File: src/hw/rtl/spc_div_pipe.sv
// Pipelined restoring divider, one quotient bit per register stage, with a sideband tag.
module spc_div_pipe #(
  parameter int NW = 32,
  parameter int DW = 16,
  parameter int QW = 16,
  parameter int TW = 1
) (
  input  logic          clk,
  input  logic          rst,
  input  logic          en,
  input  logic          in_valid,
  input  logic [NW-1:0] num,
  input  logic [DW-1:0] den,
  input  logic [TW-1:0] tag,
  output logic          out_valid,
  output logic [QW-1:0] quo,
  output logic [TW-1:0] out_tag
);

  logic [DW-1:0] rem_r [QW];
  logic [QW-1:0] low_r [QW];
  logic [DW-1:0] den_r [QW];
  logic [TW-1:0] tag_r [QW];
  logic          vld_r [QW];

  for (genvar s = 0; s < QW; s++) begin : g_step
    logic [DW-1:0] rem_in;
    logic [DW-1:0] den_in;
    logic [QW-1:0] low_in;
    logic [TW-1:0] tag_in;
    logic          vld_in;
    logic [DW:0]   shifted;
    logic [DW:0]   diff;
    logic          qbit;

    if (s == 0) begin : g_first
      assign rem_in = DW'(num >> QW);
      assign low_in = num[QW-1:0];
      assign den_in = den;
      assign tag_in = tag;
      assign vld_in = in_valid;
    end else begin : g_next
      assign rem_in = rem_r[s-1];
      assign low_in = low_r[s-1];
      assign den_in = den_r[s-1];
      assign tag_in = tag_r[s-1];
      assign vld_in = vld_r[s-1];
    end

    assign shifted = {rem_in, low_in[QW-1]};
    assign qbit = shifted >= {1'b0, den_in};
    assign diff = shifted - {1'b0, den_in};

    always_ff @(posedge clk) begin
      if (rst) begin
        vld_r[s] <= 1'b0;
      end else if (en) begin
        vld_r[s] <= vld_in;
      end
    end

    always_ff @(posedge clk) begin
      if (en) begin
        rem_r[s] <= qbit ? diff[DW-1:0] : shifted[DW-1:0];
        low_r[s] <= (low_in << 1) | QW'(qbit);
        den_r[s] <= den_in;
        tag_r[s] <= tag_in;
      end
    end
  end

  assign out_valid = vld_r[QW-1];
  assign quo = low_r[QW-1];
  assign out_tag = tag_r[QW-1];

endmodule

File: config.mk
export PLATFORM = sky130hd
export DESIGN_NAME = spc_div_pipe
export DESIGN_NICKNAME = d
export VERILOG_FILES = /design/src/hw/rtl/spc_div_pipe.sv
export SDC_FILE = /design/constraint.sdc
export NUM_CORES = 1
export LEC_CHECK = 0
export ABC_CLOCK_PERIOD_IN_PS = 3100
export BUFFER_PORTS_ARGS = -buffer_cell sky130_fd_sc_hd__buf_4
export CAP_MARGIN = 20
export CORE_MARGIN = 1.5
export CORE_UTILIZATION = 55
export CTS_BUF_LIST = sky130_fd_sc_hd__clkbuf_8
export CTS_CLUSTER_SIZE = 40
export DETAILED_ROUTE_END_ITERATION = 10
export MAX_ROUTING_LAYER = met4
export PLACE_DENSITY_LB_ADDON = 0.08
export SLEW_MARGIN = 20
export SYNTH_ARGS = -nofsm -noshare
export SYNTH_HDL_FRONTEND = slang
export SYNTH_SLANG_ARGS = --single-unit
export TNS_END_PERCENT = 30
File: constraint.sdc
create_clock -name clk -period 3.1 [get_ports clk]
set_input_delay 0.62 -clock clk [delete_from_list [all_inputs] [get_ports clk]]
set_output_delay 0.62 -clock clk [all_outputs]
set_load 0.01 [all_outputs]
* Word level (Yosys, flattened, before mapping)
Memory sizes are Yosys's and may differ from the RTL's.
Index checks and enable logic that the tools add are counted.
** Cells by class
- Add/sub/neg operators :: 16
- Multiply operators :: 0
- Divide/modulo/power cells :: 0
- Magnitude comparators :: 16
- Equal/unequal tests :: 0
- Shift-type cells :: 0
- Multiplexer cells :: 38
- Bitwise operators :: 32
- Reductions and logical operators :: 0
** Operators with widths (number)
- $ge A17 B16 Y1 :: 16
- $mux W16 :: 16
- $or A16 B1 Y16 :: 16
- $sub A16 B16 Y16 :: 16
- $mux W1 :: 22
- $or A1 B1 Y1 :: 16
** Storage, ports and cells
- Bits in registers :: 0
- Bits in latches :: 0
- RAM bits :: 800
- ROM bits :: 0
- Input port bits :: 53
- Output and inout bits :: 18
- Word-level logic and storage cells :: 107
- Memories kept :: 5
** Memories
- den_r :: words 16, bits a word 16, rd ports 15, clocked after memory_dff 0, write ports 16, RTL line 22 : logic [DW-1:0] den_r [QW];
- low_r :: words 16, bits a word 16, rd ports 16, clocked after memory_dff 0, write ports 16, RTL line 21 : logic [QW-1:0] low_r [QW];
- rem_r :: words 16, bits a word 16, rd ports 15, clocked after memory_dff 0, write ports 16, RTL line 20 : logic [DW-1:0] rem_r [QW];
- tag_r :: words 16, bits a word 1, rd ports 16, clocked after memory_dff 0, write ports 16, RTL line 23 : logic [TW-1:0] tag_r [QW];
- vld_r :: words 16, bits a word 1, rd ports 16, clocked after memory_dff 0, write ports 16, RTL line 24 : logic vld_r [QW];

* Logic depth before layout (Yosys ltp)
- Depth after elaboration :: 4
- Depth in mapped cells :: 12
- Depth with buffers taken out :: 11

* Least setup slack after synthesis
Ideal clock, no wire load.
- Path kind :: reg2reg
- Start point :: memory rem_r[7][7] (netlist: rem_r[0][119])
- End point :: memory rem_r[8][10] (netlist: rem_r[1][10]) (data pin)
- Library setup time :: 260 ps
- Data arrival time :: 2888 ps
- Required time :: 2840 ps
- Slack :: -48 ps
- Stages on the path, launching flop included :: 10
- Path buffers :: 1
- Period minus slack after synthesis :: 3148 ps
- Cells stage by stage :: edfxtp_1 -> ha_1 -> a21o_1 -> or4_4 -> o211ai_2 -> a21bo_4 -> a31oi_4 -> a2111oi_4 -> buf_6 -> mux2_4
** RTL lines (RTL line)
- start, declared :: 20

==> flow_metrics.py <==
metrics = {
    "run_status": {
        "status": "completed",
    },
    "cts": {
        "numCtsBuffers": 131,
        "cts.clk_slew.worst_paths_ns": 0.06,
        "depth_of_the_cts_h_tree": 4,
        "clock_tree.root_cell": "sky130_fd_sc_hd__clkbuf_8",
        "clk-insertion-delay-late_ns": 0.80,
        "tritoncts": "done",
        "clockBufferDepth": 3,
        "clock-sinks": 768,
    },
    "floorplan": {
        "die-area_um2": 70700,
        "fp.coreArea_um2": 68500,
        "placement_rows": 96,
        "fp.dieH_um": 266,
        "pin_count": 71,
        "floorplan.initialDensity_pct": 55.5,
        "die_x_um": 266,
    },
    "global_routing": {
        "grt_overflow_total": 0,
        "grt_start_max_net_pins": 106,
        "grt_pass1_vias": 23700,
        "grt_first_pass_wirelength_um": 121000,
        "grtUsageTotal_pct": 22.3,
        "number_of_antenna_violations_at_the_first_check_in_global_routing": 1,
    },
    "yosys": {
        "yosys.area.top_type": "sky130_fd_sc_hd__edfxtp_1",
        "netlist_top_cells_area": "sky130_fd_sc_hd__edfxtp_1 61%, sky130_fd_sc_hd__ha_1 8.4%, sky130_fd_sc_hd__mux2_2 4.4%",
        "post-synth-top-count-cell": "sky130_fd_sc_hd__edfxtp_1",
        "ys_dominant_reg_cell": "sky130_fd_sc_hd__edfxtp_1",
        "synth_cells": 2889,
        "synth_seq_cells": 768,
        "post-synth-top-area-fraction_pct": 60.7,
        "syn-mean-instance-area_um2": 13.1,
        "netlist_area_um2": 38000,
        "synth_enable_flop_cells": 768,
        "synth-async-reset-ratio_pct": 0,
        "synth.yosys.seq_area_share_pct": 60.7,
        "synthTopCellsByCount": "768 x sky130_fd_sc_hd__edfxtp_1, 305 x sky130_fd_sc_hd__inv_1, 256 x sky130_fd_sc_hd__ha_1, 182 x sky130_fd_sc_hd__a21oi_1, 160 x sky130_fd_sc_hd__o21ai_0",
        "synth_nets": 3213,
        "yosysWarningCount": 0,
        "synthDistinctLibCells": 83,
    },
    "setup_path": {
        "startpoint_type": "flop",
        "critPathLaunch": "rem_r[1][32]",
        "cpPeakStageDelay_ns": 0.44,
        "critical-path-slowest-cell": "sky130_fd_sc_hd__edfxtp_1",
        "rr_startpoint": "rem_r[1][32]",
        "arrival_time_of_the_worst_setup_path_ns": 3.57,
        "timing.reg2reg.setup_slack_ns": 0.07,
        "r2r.worst_path.cells": 10,
        "timing.critical_path.max_delay_family": "compound AO/OA/AOI/OAI gates",
        "req_time_crit_path_ns": 3.64,
        "critPathMaxFanout": 8,
        "worstSetupPathType": "reg2reg",
        "critical_path.reg2reg.endpoint": "rem_r[1][58]",
        "worstPathBufferInverterCount": 1,
        "timing.critical_path.cells": "ha_4 > nor2b_4 > o31a_1 > nor3_2 > o21bai_2 > a31o_2 > a31o_4 > a211oi_4 > clkbuf_16 > mux2_2",
        "worstSetupEndpointType": "flop",
    },
    "hold_path": {
        "hold_path_end": "vld_r[0][0]",
        "hold_depth": 2,
        "hold_class": "in2reg",
        "worstHoldStart": "in_valid",
    },
    "timing": {
        "final_hold_viol_count": 0,
        "max_freq_ghz": 0.330,
        "timing.max_slew.rel_slack_pct": 52.2,
        "worstMarginPinSlew_ns": 0.715,
        "final.setup_skew_ns": 0.0386,
        "total_negative_slack_for_setup_checks_ns": 0,
        "finalCriticalPeriod_ns": 3.03,
        "maxSlewViolCount": 0,
        "rsz0062_at_grt": "true",
        "fin_crit_sh_pct": 97.8,
        "setup_viol": 0,
    },
    "power": {
        "power.leakage_uw": 0.0178,
        "cellPowerDensity_nw_per_um2": 956,
        "max-vdd-ir-drop_v": 0.000490,
    },
    "finish": {
        "sequential_cell_area_um2": 23100,
        "final_util_pct": 64.1,
        "drive_above_1_share_pct": 17.7,
        "final_stage_net_count": 3541,
        "n_fill_cell": 5211,
        "area_growth_pct": 15.6,
        "total_area_of_multi_input_combinational_cells_um2": 13800,
        "postLayoutCellArea_um2": 43900,
    },
    "routing": {
        "top_layer_reached_by_signal_wires": "met4",
        "route.detailed.vias_per_inst": 5.54,
        "drt_first_pass_iters": 5,
        "wl_met3_um": 3190,
        "met2_length_um": 36500,
        "route.vias.total": 23300,
        "detail-route-antenna-nets": 0,
        "drt_wl_total_um": 75100,
        "drc": 0,
        "wire_per_inst_um": 17.8,
        "initial_drt_markers": 1533,
        "wl_met1_um": 33300,
    },
    "place": {
        "hpwlAfterDp_um": 54000,
        "gpl.final_weighted_congestion": 0.969,
        "place.port_buffers": 70,
        "placed_cell_area_um2": 40600,
    },
    "flow_run": {
        "maxCapViolations": 0,
    },
}
## sequential cells by signal (all words and copies together), names as in the netlist
register  count
den_r       240
low_r       256
rem_r       240
tag_r        16
vld_r        16
## power breakdown
group / leakage, µW / switching [µW] / internal, µW
Combinational: 0.00878 / 8590 / 8440
Clock: 0.00147 / 4300 / 4840
Sequential: 0.00752 / 1190 / 14600
Total: 0.0178 / 14100 / 27900
## layer usage
layer  vias to the layer above  global-route usage [%]
li1                      11400                       -
met4                         0                    8.49
met5                         -                       -
met1                     11200                    28.1
met2                       532                    36.2
met3                       154                    3.86
## timing repair
item	CTS	global route
gates resized for setup	4	42
endpoints found under the hold margin	32	0
endpoints found under the setup margin	15	96
hold buffers	32	0
buffers inserted	6	4
pin swaps	4	9
gates cloned	1	1
## worst max path at each step
stage          slack (ns)  depth (start not counted)           end
3_5_place_dp        -0.06                         11   rem_r[0][2]
2_1_floorplan       -0.03                         11  rem_r[0][11]
3_3_place_gp        -0.12                          9  rem_r[0][98]
6_report             0.07                         10  rem_r[1][58]
4_1_cts            -0.003                         11  rem_r[0][92]
5_1_grt             -0.02                         10  rem_r[1][15]
## worst reg2reg max path: stages, from the launching register on
cell,delay [ns]
sky130_fd_sc_hd__edfxtp_1,0.44
sky130_fd_sc_hd__ha_4,0.27
sky130_fd_sc_hd__nor2b_4,0.12
sky130_fd_sc_hd__o31a_1,0.27
sky130_fd_sc_hd__nor3_2,0.18
sky130_fd_sc_hd__o21bai_2,0.12
sky130_fd_sc_hd__a31o_2,0.28
sky130_fd_sc_hd__a31o_4,0.24
sky130_fd_sc_hd__a211oi_4,0.32
sky130_fd_sc_hd__clkbuf_16,0.23
sky130_fd_sc_hd__mux2_2,0.32
## cell families after synthesis
group | count (synthesis) | share of synthesized area [%]
DFF | 768 | 60.7
adders and majority gates | 271 | 9.22
muxes | 180 | 5.31
and+or+nand+nor | 541 | 7.04
buffers and inverters | 345 | 3.48
AOI/OAI and AO/OA | 616 | 10.4
xor gates and xnor gates | 168 | 3.87
## metrics by stage
step	total power, µW	std cells	setup slack, ns	hold WS, ns
final	42000	4208	0.0677	0.122
after global routing	44800	4208	-0.0215	0.0832
after CTS	41900	4202	-0.00256	0.0355
after detailed placement	32400	3922	-0.0631	0.405
after global placement	32000	3921	-0.115	0.400
after floorplan	27600	2889	-0.0345	0.400
## placed cells by master, fill, tap and decap left out, drive strengths merged, types with 103 or more instances in the layout
cell type	count
nand2	122
o21ai	160
a21oi	183
edfxtp	768
xnor2	103
ha	256
buf	201
mux2	155
inv	349
clkbuf	132
nor2	149
## final cells by class
type,count,share of cell area (%)
repair buffers,234,4.82
clock buffers,131,4.11
diodes,1,0.00570
inverters,306,2.62
well taps,882,2.51
multi-input cells,1776,31.5
clock inverters,110,1.93
flip-flops and latches,768,52.5
(Power assumes the default switching activity.)
